**config.mk**
```make
export PLATFORM = sky130hd
export DESIGN_NAME = buddy_allocator
export DESIGN_NICKNAME = d
export VERILOG_FILES = /design/src/hw/rtl/buddy_pkg.sv /design/src/hw/rtl/buddy_ram.sv /design/src/hw/rtl/buddy_ctrl.sv /design/src/hw/rtl/buddy_dpath.sv /design/src/hw/rtl/buddy_allocator.sv
export SDC_FILE = /design/constraint.sdc
export NUM_CORES = 1
export LEC_CHECK = 0
export ABC_AREA = 0
export BUFFER_PORTS_ARGS = -buffer_cell sky130_fd_sc_hd__buf_2
export CORE_ASPECT_RATIO = 1.5
export CORE_MARGIN = 1.5
export CORE_UTILIZATION = 60
export DETAILED_ROUTE_END_ITERATION = 12
export GPL_TIMING_DRIVEN = 0
export HOLD_SLACK_MARGIN = 0.02
export PLACE_DENSITY = 0.77
export SLEW_MARGIN = 20
export SYNTH_ARGS = -nofsm -noshare
export SYNTH_HDL_FRONTEND = slang
export SYNTH_SLANG_ARGS = --single-unit
```
**constraint.sdc**
```tcl
create_clock -name clock -period 18.75 [get_ports clock]
set_clock_uncertainty 0.1 [all_clocks]
set_input_delay 0.9375 -clock clock [delete_from_list [all_inputs] [get_ports clock]]
set_output_delay 0.9375 -clock clock [all_outputs]
set_load 0.005 [all_outputs]
```
**src/hw/rtl/buddy_pkg.sv**
```systemverilog
// ----------------------------------------------------------------------------
// Buddy allocator package
// Constants, types and small functions shared by the allocator modules.
// ----------------------------------------------------------------------------
package buddy_pkg;

   localparam int MAX_ORDER  = 5;
   localparam int OWNER_BITS = 16;
   localparam int POOL_UNITS = 1 << MAX_ORDER;
   localparam int ADDR_W     = MAX_ORDER;
   localparam int POS_W      = MAX_ORDER + 1;
   localparam int MARK_W     = OWNER_BITS + 1;
   localparam int ORDER_W    = 3;
   localparam int SIZE_W     = 6;
   localparam int NEED_W     = SIZE_W + 1;
   localparam int COUNT_W    = 6;

   localparam logic REQ_ALLOC = 1'b0;
   localparam logic REQ_QUERY = 1'b1;

   localparam logic [MARK_W-1:0] MARK_FREE = MARK_W'(1);

   typedef enum logic [2:0] {
      ST_IDLE,
      ST_READ,
      ST_SCAN,
      ST_SPLIT,
      ST_EMIT
   } state_type;

   typedef struct packed {
      logic cfg_write;
      logic accept;
      logic advance;
      logic next_block;
      logic load_fit;
      logic split;
      logic tag;
      logic emit;
   } cmd_type;

   typedef struct packed {
      logic is_query;
      logic boundary;
      logic at_end;
      logic fit;
      logic need_split;
      logic rsp_free;
   } status_type;

   function automatic logic [POS_W-1:0] pool_end(input logic [ORDER_W-1:0] order);
      logic [ORDER_W-1:0] ord;
      ord = (order > ORDER_W'(MAX_ORDER)) ? ORDER_W'(MAX_ORDER) : order;
      return POS_W'(1) << ord;
   endfunction

   function automatic logic [NEED_W-1:0] round_size(input logic [SIZE_W-1:0] size);
      logic [NEED_W-1:0] need;
      need = NEED_W'(1);
      for (int k = 0; k < NEED_W - 1; k++) begin
         if (need < NEED_W'(size)) begin
            need = need << 1;
         end
      end
      return need;
   endfunction

endpackage

```
**src/hw/rtl/buddy_ram.sv**
```systemverilog
// ----------------------------------------------------------------------------
// Generic RAM
// One write port and one read port with registered read data.
// ----------------------------------------------------------------------------
module buddy_ram #(
   parameter int WIDTH = 8,
   parameter int DEPTH = 32
) (
   input  logic                     clock,
   input  logic                     wr_en,
   input  logic [$clog2(DEPTH)-1:0] wr_addr,
   input  logic [WIDTH-1:0]         wr_data,
   input  logic [$clog2(DEPTH)-1:0] rd_addr,
   output logic [WIDTH-1:0]         rd_data
);

   logic [WIDTH-1:0] mem_ff [DEPTH];
   logic [WIDTH-1:0] rd_data_ff;

   always_ff @(posedge clock) begin
      if (wr_en) begin
         mem_ff[wr_addr] <= wr_data;
      end
      rd_data_ff <= mem_ff[rd_addr];
   end

   assign rd_data = rd_data_ff;

endmodule

```
**src/hw/rtl/buddy_ctrl.sv**
```systemverilog
// ----------------------------------------------------------------------------
// Buddy allocator controller
// Sequences the block walk, the splitting and the result transfers.
// ----------------------------------------------------------------------------
module buddy_ctrl (
   input  logic                  clock,
   input  logic                  reset,
   input  logic                  req_valid,
   input  logic                  csr_valid,
   input  buddy_pkg::status_type status,
   output logic                  req_stall,
   output logic                  csr_ready,
   output buddy_pkg::cmd_type    cmd
);

   buddy_pkg::state_type state_ff;
   buddy_pkg::state_type state_in;

   always_comb begin
      state_in = state_ff;
      case (state_ff)
         buddy_pkg::ST_IDLE: begin
            if (req_valid) begin
               state_in = buddy_pkg::ST_READ;
            end
         end
         buddy_pkg::ST_READ: begin
            state_in = buddy_pkg::ST_SCAN;
         end
         buddy_pkg::ST_SCAN: begin
            if (status.boundary) begin
               if (status.is_query) begin
                  state_in = buddy_pkg::ST_EMIT;
               end else if (status.fit) begin
                  state_in = buddy_pkg::ST_SPLIT;
               end else if (status.at_end) begin
                  state_in = buddy_pkg::ST_EMIT;
               end else begin
                  state_in = buddy_pkg::ST_READ;
               end
            end
         end
         buddy_pkg::ST_SPLIT: begin
            if (!status.need_split) begin
               state_in = buddy_pkg::ST_EMIT;
            end
         end
         buddy_pkg::ST_EMIT: begin
            if (status.rsp_free) begin
               if (status.is_query && !status.at_end) begin
                  state_in = buddy_pkg::ST_READ;
               end else begin
                  state_in = buddy_pkg::ST_IDLE;
               end
            end
         end
         default: begin
            state_in = buddy_pkg::ST_IDLE;
         end
      endcase
   end

   always_comb begin
      cmd = '0;
      case (state_ff)
         buddy_pkg::ST_IDLE: begin
            cmd.cfg_write = csr_valid;
            cmd.accept    = req_valid;
         end
         buddy_pkg::ST_SCAN: begin
            cmd.advance    = !status.boundary;
            cmd.load_fit   = status.boundary && !status.is_query && status.fit;
            cmd.next_block = status.boundary && !status.is_query && !status.fit
                             && !status.at_end;
         end
         buddy_pkg::ST_SPLIT: begin
            cmd.split = status.need_split;
            cmd.tag   = !status.need_split;
         end
         buddy_pkg::ST_EMIT: begin
            cmd.emit       = status.rsp_free;
            cmd.next_block = status.rsp_free && status.is_query && !status.at_end;
         end
         default: begin
            cmd = '0;
         end
      endcase
   end

   always_ff @(posedge clock) begin
      if (reset) begin
         state_ff <= buddy_pkg::ST_IDLE;
      end else begin
         state_ff <= state_in;
      end
   end

   assign req_stall = (state_ff != buddy_pkg::ST_IDLE);
   assign csr_ready = (state_ff == buddy_pkg::ST_IDLE);

   a_split_stays: assert property (@(posedge clock) disable iff (reset)
      cmd.split |=> (state_ff == buddy_pkg::ST_SPLIT))
      else $error("split step left the split state");

   a_fit_splits: assert property (@(posedge clock) disable iff (reset)
      cmd.load_fit |=> (state_ff == buddy_pkg::ST_SPLIT))
      else $error("fitting block did not enter the split state");

   a_tag_emits: assert property (@(posedge clock) disable iff (reset)
      cmd.tag |=> (state_ff == buddy_pkg::ST_EMIT))
      else $error("tagged block not followed by a result");

endmodule

```
**src/hw/rtl/buddy_dpath.sv**
```systemverilog
// ----------------------------------------------------------------------------
// Buddy allocator datapath
// Holds the pool marks, the walk position, the split length and the result.
// ----------------------------------------------------------------------------
module buddy_dpath (
   input  logic                                clock,
   input  logic                                reset,
   input  buddy_pkg::cmd_type                  cmd,
   input  logic [buddy_pkg::ORDER_W-1:0]       csr_pool_order,
   input  logic                                req_type,
   input  logic [buddy_pkg::OWNER_BITS-1:0]    req_owner_id,
   input  logic [buddy_pkg::SIZE_W-1:0]        req_request_size,
   input  logic                                rsp_stall,
   output buddy_pkg::status_type               status,
   output logic                                rsp_valid,
   output logic                                rsp_alloc_ok,
   output logic [buddy_pkg::ADDR_W-1:0]        rsp_block_start,
   output logic [buddy_pkg::POS_W-1:0]         rsp_block_size,
   output logic [buddy_pkg::OWNER_BITS-1:0]    rsp_block_owner,
   output logic [buddy_pkg::COUNT_W-1:0]       rsp_block_count,
   output logic                                rsp_last
);

   logic [buddy_pkg::ORDER_W-1:0]    order_ff, order_in;
   logic [buddy_pkg::POOL_UNITS-1:0] written_ff, written_in;
   logic [buddy_pkg::COUNT_W-1:0]    total_ff, total_in;
   logic                             type_ff, type_in;
   logic [buddy_pkg::OWNER_BITS-1:0] owner_ff, owner_in;
   logic [buddy_pkg::NEED_W-1:0]     need_ff, need_in;
   logic [buddy_pkg::ADDR_W-1:0]     cur_ff, cur_in;
   logic [buddy_pkg::POS_W-1:0]      pos_ff, pos_in;
   logic [buddy_pkg::POS_W-1:0]      len_ff, len_in;
   logic                             grant_ff, grant_in;
   logic                             rsp_valid_ff, rsp_valid_in;
   logic                             ok_ff, ok_in;
   logic [buddy_pkg::ADDR_W-1:0]     start_ff, start_in;
   logic [buddy_pkg::POS_W-1:0]      size_ff, size_in;
   logic [buddy_pkg::OWNER_BITS-1:0] bown_ff, bown_in;
   logic [buddy_pkg::COUNT_W-1:0]    count_ff, count_in;
   logic                             last_ff, last_in;

   logic [buddy_pkg::POS_W-1:0]  end_w;
   logic [buddy_pkg::POS_W-1:0]  span;
   logic [buddy_pkg::POS_W-1:0]  half;
   logic [buddy_pkg::MARK_W-1:0] rd_data;
   logic [buddy_pkg::MARK_W-1:0] mark_cur;
   logic [buddy_pkg::MARK_W-1:0] mark_owner;
   logic [buddy_pkg::ADDR_W-1:0] split_addr;
   logic                         wr_en;
   logic [buddy_pkg::ADDR_W-1:0] wr_addr;
   logic [buddy_pkg::MARK_W-1:0] wr_data;
   logic                         rsp_free;

   assign end_w      = buddy_pkg::pool_end(order_ff);
   assign span       = pos_ff - buddy_pkg::POS_W'(cur_ff);
   assign half       = len_ff >> 1;
   assign mark_cur   = written_ff[cur_ff] ? rd_data : buddy_pkg::MARK_FREE;
   assign mark_owner = mark_cur - buddy_pkg::MARK_FREE;
   assign split_addr = cur_ff + half[buddy_pkg::ADDR_W-1:0];
   assign rsp_free   = !rsp_valid_ff || !rsp_stall;

   assign wr_en   = cmd.split || cmd.tag;
   assign wr_addr = cmd.tag ? cur_ff : split_addr;
   assign wr_data = cmd.tag ? (buddy_pkg::MARK_W'(owner_ff) + buddy_pkg::MARK_FREE)
                            : buddy_pkg::MARK_FREE;

   buddy_ram #(
      .WIDTH (buddy_pkg::MARK_W),
      .DEPTH (buddy_pkg::POOL_UNITS)
   ) u_marks (
      .clock   (clock),
      .wr_en   (wr_en),
      .wr_addr (wr_addr),
      .wr_data (wr_data),
      .rd_addr (cur_ff),
      .rd_data (rd_data)
   );

   always_comb begin
      status.is_query   = (type_ff == buddy_pkg::REQ_QUERY);
      status.at_end     = (pos_ff == end_w);
      status.boundary   = status.at_end || written_ff[pos_ff[buddy_pkg::ADDR_W-1:0]];
      status.fit        = (mark_cur == buddy_pkg::MARK_FREE)
                          && (buddy_pkg::NEED_W'(span) >= need_ff);
      status.need_split = (buddy_pkg::NEED_W'(len_ff) > need_ff);
      status.rsp_free   = rsp_free;
   end

   always_comb begin
      order_in     = order_ff;
      written_in   = written_ff;
      total_in     = total_ff;
      type_in      = type_ff;
      owner_in     = owner_ff;
      need_in      = need_ff;
      cur_in       = cur_ff;
      pos_in       = pos_ff;
      len_in       = len_ff;
      grant_in     = grant_ff;
      rsp_valid_in = rsp_valid_ff && rsp_stall;
      ok_in        = ok_ff;
      start_in     = start_ff;
      size_in      = size_ff;
      bown_in      = bown_ff;
      count_in     = count_ff;
      last_in      = last_ff;

      if (cmd.cfg_write) begin
         order_in   = csr_pool_order;
         written_in = '0;
         total_in   = buddy_pkg::COUNT_W'(1);
      end
      if (cmd.accept) begin
         type_in  = req_type;
         owner_in = req_owner_id;
         need_in  = buddy_pkg::round_size(req_request_size);
         cur_in   = '0;
         pos_in   = buddy_pkg::POS_W'(1);
         grant_in = 1'b0;
      end
      if (cmd.advance) begin
         pos_in = pos_ff + buddy_pkg::POS_W'(1);
      end
      if (cmd.next_block) begin
         cur_in = pos_ff[buddy_pkg::ADDR_W-1:0];
         pos_in = pos_ff + buddy_pkg::POS_W'(1);
      end
      if (cmd.load_fit) begin
         len_in = span;
      end
      if (cmd.split) begin
         len_in                = half;
         written_in[split_addr] = 1'b1;
         total_in              = total_ff + buddy_pkg::COUNT_W'(1);
      end
      if (cmd.tag) begin
         written_in[cur_ff] = 1'b1;
         grant_in           = 1'b1;
      end
      if (cmd.emit) begin
         rsp_valid_in = 1'b1;
         count_in     = total_ff;
         if (type_ff == buddy_pkg::REQ_QUERY) begin
            ok_in    = 1'b0;
            start_in = cur_ff;
            size_in  = span;
            bown_in  = mark_owner[buddy_pkg::OWNER_BITS-1:0];
            last_in  = status.at_end;
         end else if (grant_ff) begin
            ok_in    = 1'b1;
            start_in = cur_ff;
            size_in  = len_ff;
            bown_in  = owner_ff;
            last_in  = 1'b1;
         end else begin
            ok_in    = 1'b0;
            start_in = '0;
            size_in  = '0;
            bown_in  = '0;
            last_in  = 1'b1;
         end
      end
   end

   always_ff @(posedge clock) begin
      if (reset) begin
         order_ff     <= buddy_pkg::ORDER_W'(buddy_pkg::MAX_ORDER);
         written_ff   <= '0;
         total_ff     <= buddy_pkg::COUNT_W'(1);
         rsp_valid_ff <= 1'b0;
      end else begin
         order_ff     <= order_in;
         written_ff   <= written_in;
         total_ff     <= total_in;
         rsp_valid_ff <= rsp_valid_in;
      end
   end

   always_ff @(posedge clock) begin
      type_ff  <= type_in;
      owner_ff <= owner_in;
      need_ff  <= need_in;
      cur_ff   <= cur_in;
      pos_ff   <= pos_in;
      len_ff   <= len_in;
      grant_ff <= grant_in;
      ok_ff    <= ok_in;
      start_ff <= start_in;
      size_ff  <= size_in;
      bown_ff  <= bown_in;
      count_ff <= count_in;
      last_ff  <= last_in;
   end

   assign rsp_valid       = rsp_valid_ff;
   assign rsp_alloc_ok    = ok_ff;
   assign rsp_block_start = start_ff;
   assign rsp_block_size  = size_ff;
   assign rsp_block_owner = bown_ff;
   assign rsp_block_count = count_ff;
   assign rsp_last        = last_ff;

   a_split_inside: assert property (@(posedge clock) disable iff (reset)
      cmd.split |-> ((buddy_pkg::POS_W'(cur_ff) + half) < end_w))
      else $error("split mark written beyond the pool end");

   a_emit_free: assert property (@(posedge clock) disable iff (reset)
      cmd.emit |-> (!rsp_valid_ff || !rsp_stall))
      else $error("result register overwritten before transfer");

   a_walk_inside: assert property (@(posedge clock) disable iff (reset)
      cmd.advance |-> (pos_ff < end_w))
      else $error("walk ran past the pool end");

   a_total_range: assert property (@(posedge clock) disable iff (reset)
      (total_ff != '0) && (total_ff <= buddy_pkg::COUNT_W'(buddy_pkg::POOL_UNITS)))
      else $error("block count out of range");

endmodule

```
**src/hw/rtl/buddy_allocator.sv**
```systemverilog
// ----------------------------------------------------------------------------
// Buddy allocator
// Allocate-only buddy allocator over a pool of up to 32 units, with a query
// that lists every block in address order.
// ----------------------------------------------------------------------------
//  Channel   Direction  Handshake            Payload
//  req       in         req_valid/req_stall  req_type, req_owner_id, req_request_size
//  rsp       out        rsp_valid/rsp_stall  rsp_alloc_ok .. rsp_last
//  csr       in         csr_valid/csr_ready  csr_pool_order
//
// A request walks the pool one unit at a time, with a separate read step for the
// mark of each block visited; a split step halves the fitting block until it
// matches the rounded size. An allocate stops at the first free block that fits
// or at the pool end; a query walks the whole pool and gives one result per block.
// Each result waits in an output register; a stall only holds the walk when
// the next result is ready. Reset restores a pool of order 5 with one free
// block, and a csr transfer does the same for the order written.
// ----------------------------------------------------------------------------
module buddy_allocator (
   input  logic                                clock,
   input  logic                                reset,
   input  logic                                req_valid,
   output logic                                req_stall,
   input  logic                                req_type,
   input  logic [buddy_pkg::OWNER_BITS-1:0]    req_owner_id,
   input  logic [buddy_pkg::SIZE_W-1:0]        req_request_size,
   output logic                                rsp_valid,
   input  logic                                rsp_stall,
   output logic                                rsp_alloc_ok,
   output logic [buddy_pkg::ADDR_W-1:0]        rsp_block_start,
   output logic [buddy_pkg::POS_W-1:0]         rsp_block_size,
   output logic [buddy_pkg::OWNER_BITS-1:0]    rsp_block_owner,
   output logic [buddy_pkg::COUNT_W-1:0]       rsp_block_count,
   output logic                                rsp_last,
   input  logic                                csr_valid,
   output logic                                csr_ready,
   input  logic [buddy_pkg::ORDER_W-1:0]       csr_pool_order
);

   buddy_pkg::cmd_type    cmd;
   buddy_pkg::status_type status;

   buddy_ctrl u_ctrl (
      .clock     (clock),
      .reset     (reset),
      .req_valid (req_valid),
      .csr_valid (csr_valid),
      .status    (status),
      .req_stall (req_stall),
      .csr_ready (csr_ready),
      .cmd       (cmd)
   );

   buddy_dpath u_dpath (
      .clock            (clock),
      .reset            (reset),
      .cmd              (cmd),
      .csr_pool_order   (csr_pool_order),
      .req_type         (req_type),
      .req_owner_id     (req_owner_id),
      .req_request_size (req_request_size),
      .rsp_stall        (rsp_stall),
      .status           (status),
      .rsp_valid        (rsp_valid),
      .rsp_alloc_ok     (rsp_alloc_ok),
      .rsp_block_start  (rsp_block_start),
      .rsp_block_size   (rsp_block_size),
      .rsp_block_owner  (rsp_block_owner),
      .rsp_block_count  (rsp_block_count),
      .rsp_last         (rsp_last)
   );

endmodule
```
* After elaboration in Yosys (flattened, before gate mapping)
Memory sizes are Yosys's and may differ from the RTL's. A register that Yosys moved wholly into a read port is not among the register bits.
Cells that the tools add are included.
** Word-level totals
- Register bits after elaboration :: 122
- Bits in latches :: 0
- Bits in writable memories :: 544
- Memory bits (read-only) :: 0
- Input bits :: 31
- Output and inout bits :: 38
- Word-level logic and storage cells :: 142
- Memories :: 1
** Memories
- u_dpath.u_marks.mem_ff :: depth 32, bits a word 17, rd ports 1, clocked after Yosys merged registers in 1, wr ports 1, line buddy_ram.sv:17 : logic [WIDTH-1:0] mem_ff [DEPTH];
** Operators by class
- $add $sub $neg :: 6
- $mul :: 0
- Div/mod/pow operators :: 0
- Order comparisons :: 14
- Eq/ne operators :: 10
- Shift operators :: 1
- Multiplexer cells :: 60
- Bitwise operators :: 2
- Reductions and logical operators :: 28
** Operators with widths (count)
- 32-bit 2-to-1 mux :: 3
- 7-bit 2-to-1 mux :: 10
- 32-bit bitwise OR :: 2
- 6-bit 2-to-1 mux :: 7
- 7-bit by 6-bit less-than comparator with 1-bit output :: 5
- 5-bit 2-to-1 mux :: 7
- 17-bit 2-to-1 mux :: 2
- 16-bit 2-to-1 mux :: 2
- 3-bit 2-to-1 mux :: 8
- 5-bit by 6-bit less-than comparator with 1-bit output, second input constant :: 3
- 16-bit by 1-bit adder with 17-bit output, second input constant :: 1
- 17-bit by 1-bit == test with 1-bit output, second input constant :: 1
- 16-bit by 1-bit subtractor with 16-bit output, second input constant :: 1
- 3-bit case mux with 5 select lines :: 1
- 6-bit by 1-bit adder with 6-bit output, second input constant :: 2
- 1-bit 2-to-1 mux :: 12
- 1-bit logical AND :: 11
- 1-bit binary-select mux with 5-bit select :: 2
- 1-bit demux with 5-bit select :: 2
- 5-bit by 1-bit greater-or-equal comparator with 1-bit output, second input constant :: 2
- 6-bit by 7-bit greater-or-equal comparator with 1-bit output :: 1
- 6-bit by 7-bit greater-than comparator with 1-bit output :: 1
- 1-bit logical NOT :: 7
- 3-bit by 2-bit == test with 1-bit output, second input constant :: 2
- 17 further kinds :: 26

* Longest topological paths before layout
- Depth in word-level cells :: 17
- Mapped depth :: 32
- Gate-level depth less buffers :: 31

* Modules after synthesis
A second synthesis with hierarchy kept.
** Unflattened totals
- Cell total of the unflattened synthesis :: 1983
- Area total of the unflattened synthesis :: 29504.5 sq um
** By module, submodules not included
- buddy_ram :: instances 1, cells an instance 1212, area an instance 21737.1 sq um, seq. area each 16676.0 sq um
- buddy_dpath :: instances 1, cells an instance 725, area an instance 7413.4 sq um, seq. area each 3133.0 sq um
- buddy_ctrl :: instances 1, cells an instance 46, area an instance 354.1 sq um, seq. area each 60.1 sq um

* Least setup slack after synthesis
No wires, ideal clock.
- Kind :: input to register
- From :: input req_request_size[4] (netlist bit)
- To :: register u_dpath.need_ff[1] (netlist bit) (data pin)
- Data arrival time :: 7.718 ns
- Slack :: 10.672 ns
- Stages on the path :: 27
- Path buffers :: 1
- Cells stage by stage :: nor3_1 -> o211ai_1 -> ha_1 -> ha_1 -> a21oi_1 -> o21ai_0 -> nand3_1 -> mux2i_1 -> inv_1 -> ha_1 -> o21ai_0 -> a2111oi_0 -> and3_1 -> a31oi_1 -> a21oi_1 -> ha_1 -> a21oi_1 -> o21ai_0 -> nor2_1 -> a211oi_2 -> mux2_2 -> ha_1 -> a2111o_1 -> o221ai_1 -> a21o_1 -> clkbuf_1 -> mux2_2
** On the way
- Longest elaborated chain between the ends :: 17
** Ends and longest elaborated chain
- from (decl) :: line buddy_allocator.sv:26 : input logic [buddy_pkg::SIZE_W-1:0] req_request_size,
- 1-bit by 6-bit less-than comparator with 1-bit output :: line buddy_pkg.sv:61 : if (need < NEED_W'(size)) begin
- 2-bit 2-to-1 mux :: line buddy_pkg.sv:61
- 7-bit 2-to-1 mux :: line buddy_dpath.sv:113 : if (cmd.accept) begin
- 7-bit by 6-bit less-than comparator with 1-bit output :: line buddy_pkg.sv:61
- 7-bit 2-to-1 mux :: line buddy_pkg.sv:61
- 7-bit 2-to-1 mux :: line buddy_dpath.sv:113
- 7-bit by 6-bit less-than comparator with 1-bit output :: line buddy_pkg.sv:61
- 7-bit 2-to-1 mux :: line buddy_pkg.sv:61
- 7-bit 2-to-1 mux :: line buddy_dpath.sv:113
- 7-bit by 6-bit less-than comparator with 1-bit output :: line buddy_pkg.sv:61
- 7-bit 2-to-1 mux :: line buddy_pkg.sv:61
- 7-bit 2-to-1 mux :: line buddy_dpath.sv:113
- 7-bit by 6-bit less-than comparator with 1-bit output :: line buddy_pkg.sv:61
- 7-bit 2-to-1 mux :: line buddy_pkg.sv:61
- 7-bit 2-to-1 mux :: line buddy_dpath.sv:113
- 7-bit by 6-bit less-than comparator with 1-bit output :: line buddy_pkg.sv:61
- 7-bit 2-to-1 mux * :: line buddy_pkg.sv:61
- to (signal assigned) :: line buddy_dpath.sv:182 : need_ff <= need_in;
- to (decl) :: line buddy_dpath.sv:29 : logic [buddy_pkg::NEED_W-1:0] need_ff, need_in;
Every way passes the cells marked *; elsewhere a longest branch is shown, timed or not. The select of a mux whose other input is x is not followed.
A chain may end at the register's enable or synchronous reset.

* Worst setup path after layout
- From :: input req_request_size[4] (netlist bit)
- To :: register u_dpath.need_ff[3] (netlist bit) (data pin)
The elaborated chain is that of the path after synthesis.

==> metrics.txt <==
status complete, no violations; Leak 10.07 nW; clock buffer depth 3; CP Capture Type flip-flop; pwr dens around 130 mW/mm2; post-cts sizing count 0; hpwl dp around 55 mm; Final Routed Wirelength between 80 and 90 mm; Avg Cell Area, Syn about 17 um2; Row Count 97; Die Y 269.4 um; sequential group share of total power 0.423; FF-to-FF End u_dpath.cur_ff[0]$_SDFFCE_PN0P_; CTS tree built; # Post-CTS Setup Buffers 0; Yosys warnings 0; crit-path max cell delay about 0.9 ns; area grow syn2layout 13.29%; Post-Synthesis Cells about 1.7k; endpoints failing hold 0; Initial Utilization 0.6073; max-cap viol count 0; fraction of layout cells with a size suffix above 1 0.2277; crit path to u_dpath.need_ff[3]$_DFFE_PP_; via count approximately 17k; crit-path most repeated cell ha_1; Sw Ratio 0.3421; RSZ-0062 raised after global routing false; PortBufs 67; initial antenna violation count 0; core area roughly 0.047 mm2; worst r2r src u_dpath.cur_ff[1]$_SDFFCE_PN0P_; Yosys reg bits ~680; Critical Path Fanout Max 8; DRC viols 0; cells on worst reg2reg path 17; Slew HR 0.2067; most frequent cells in the layout 619 x edfxtp_1, 144 x mux4_2, 88 x nand2_1, 75 x a22oi_1, 72 x buf_2; total power around 0.0043 W; IO Pins 69; Die X around 180 um; Distinct cells, synth between 70 and 80; vias in the first global route between 15k and 20k; Routed Antenna Nets 0; grt ovf 0; Comb pwr share 0.308; Final nets about 1.9k; Reg clk slew, reported paths 0.07 ns; cell-internal power between 0.002 and 0.003 W; power share of the clock group 0.269; Seq/Total Area, Yosys 0.7002; Setup CP Type in2reg; Clock Latency Late Sink just over 0.6 ns; drt pass-1 iters 6; Pins Over Slew Limit 0; TNS Setup 0 ns; Hold Path Class reg2reg; Max Clk Rate between 0.1 and 0.15 GHz; Vias/cell 6.875; post-DR wirelength/cell 32.61 um; GRT Util Overall 0.3373; Worst EP required ~19 ns; Final period util 0.4804; first-pass GRT wire length about 120 mm; Hold WS between 0.3 and 0.4 ns; Max VDD drop between 80 and 90 uV; post-synth net total between 1.5k and 2k; Critical Path Start req_request_size[4]; dominant synthesized flop cell edfxtp_1; Iter 0 DRT Violations around 2.2k; Synth Cell Area between 0.02 and 0.03 mm2; Final Setup Violations 0; H-tree levels 2; total die area 0.04864 mm2; commonest non-fill, non-tap cell in the layout edfxtp_1; clock root buffer master clkbuf_16; Startpoint Class input port; Final GP Congestion 0.9574; R2R Setup Slk between 10 and 15 ns; clk sink count a little under 700; Post-synth ARST share 0; Final min period roughly 9 ns; CP max-delay cell a2111oi_0; largest net degree at the start of global routing 33; CP arrival between 9 and 10 ns; Post-CTS Hold Fix Bufs 0; sw power between 0.001 and 0.0015 W; slew at the pin closest to its max-slew limit 1.190 ns; Post-synth EDFFs ~620; total CTS buffers 59
power groups by stage:
stage | clock network [W] | registers, W | logic [W]
2_1_floorplan | 0 | 0.00182 | 0.000798
3_3_place_gp | 0 | 0.00186 | 0.00122
3_5_place_dp | 0 | 0.00185 | 0.00128
4_1_cts | 0.00116 | 0.00182 | 0.00129
5_1_grt | 0.00122 | 0.00183 | 0.00138
6_report | 0.00116 | 0.00182 | 0.00133
cells by family (layout without fill, tap and decap cells):
kind of cell | Yosys count | in the layout | synth area share
DFF | 683 | 683 | 0.7002
and+or+nand+nor | 361 | 361 | 0.06186
AOI/OAI and AO/OA | 249 | 249 | 0.06160
muxes | 186 | 186 | 0.1298
buffers and inverters | 117 | 334 | 0.01556
adders and majority gates | 44 | 44 | 0.01993
xor gates and xnor gates | 36 | 36 | 0.01111
other | 0 | 1 | 0
layout make-up:
class,count,area [um2]
clock buffers,78,1640
plain buffers,84,334.1
clock inverters,32,178.9
fillers,2974,14580
well taps,594,743.2
flip-flops and latches,683,19870
repair buffers,107,958.4
inverters,33,123.9
diodes,1,2.502
multi-input cells,876,8298
sequential cells by signal, summed over array words and instances (netlist names), 3 cells and up:
| register | count |
|---|---|
| u_dpath.u_marks.mem_ff | 544 |
| u_dpath.written_ff | 32 |
| u_dpath.u_marks.rd_data | 17 |
| u_dpath.owner_ff | 16 |
| u_dpath.rsp_block_owner | 16 |
| u_dpath.need_ff | 7 |
| u_dpath.len_ff | 6 |
| u_dpath.pos_ff | 6 |
| u_dpath.rsp_block_count | 6 |
| u_dpath.rsp_block_size | 6 |
| u_dpath.total_ff | 6 |
| u_dpath.cur_ff | 5 |
| u_dpath.rsp_block_start | 5 |
| u_ctrl.state_ff | 3 |
| u_dpath.order_ff | 3 |
per-layer routing:
metal / share of wire / global-route usage / vias up / routed length, um
li1: - / - / 7078 / -
met4: 0.089 / 0.2625 / 0 / 7249
met3: 0.096 / 0.06496 / 307 / 7750
met2: 0.50 / 0.5650 / 1183 / 40620
met5: 0 / 0 / - / 0
met1: 0.31 / 0.3823 / 8536 / 25510
worst min path at each step:
stage / start / to / slack [ns] / depth (start not counted)
after floorplan: u_dpath.total_ff[5]$_SDFFE_PP0P_ / u_dpath.rsp_block_count[5]$_DFFE_PP_ / 0.33 / 0
after global placement: u_dpath.total_ff[5]$_SDFFE_PP0P_ / u_dpath.rsp_block_count[5]$_DFFE_PP_ / 0.37 / 0
after detailed placement: u_dpath.total_ff[5]$_SDFFE_PP0P_ / u_dpath.rsp_block_count[5]$_DFFE_PP_ / 0.36 / 0
after CTS: u_dpath.total_ff[5]$_SDFFE_PP0P_ / u_dpath.total_ff[5]$_SDFFE_PP0P_ / 0.38 / 1
after global routing: u_dpath.total_ff[5]$_SDFFE_PP0P_ / u_dpath.rsp_block_count[5]$_DFFE_PP_ / 0.39 / 0
final: u_dpath.total_ff[5]$_SDFFE_PP0P_ / u_dpath.rsp_block_count[5]$_DFFE_PP_ / 0.38 / 0
critical path, delay by kind of cell:
family,cells,cell delay (ns)
muxes,4,1.10
buffers and inverters,3,0.56
AOI/OAI and AO/OA,13,4.04
adders and majority gates,5,1.49
and+or+nand+nor,4,1.10
cell usage after synthesis, types with 23 or more instances:
| library cell | number | area [um2] |
|---|---|---|
| mux2i_1 | 27 | 270.3 |
| clkbuf_1 | 61 | 229.0 |
| inv_1 | 32 | 120.1 |
| dfxtp_1 | 64 | 1281 |
| edfxtp_1 | 619 | 18590 |
| nand4_1 | 23 | 143.9 |
| o21ai_0 | 39 | 195.2 |
| mux4_2 | 144 | 3243 |
| nor2_1 | 105 | 394.1 |
| a21oi_1 | 42 | 210.2 |
| a22oi_1 | 75 | 563.0 |
| nand3_1 | 45 | 225.2 |
| nand2_1 | 89 | 334.1 |
| ha_1 | 42 | 525.5 |
through the flow:
step	instance area, um2	setup WS [ns]	utilization	instances
2_1_floorplan	28380	10.67	-	1676
3_3_place_gp	29460	9.600	0.6304	2337
3_5_place_dp	30320	9.183	0.6488	2377
4_1_cts	32140	9.799	0.6877	2487
5_1_grt	32150	9.137	0.6880	2487
6_report	32150	9.743	0.6880	2488
Note: power is estimated with default switching activity, not from simulation.
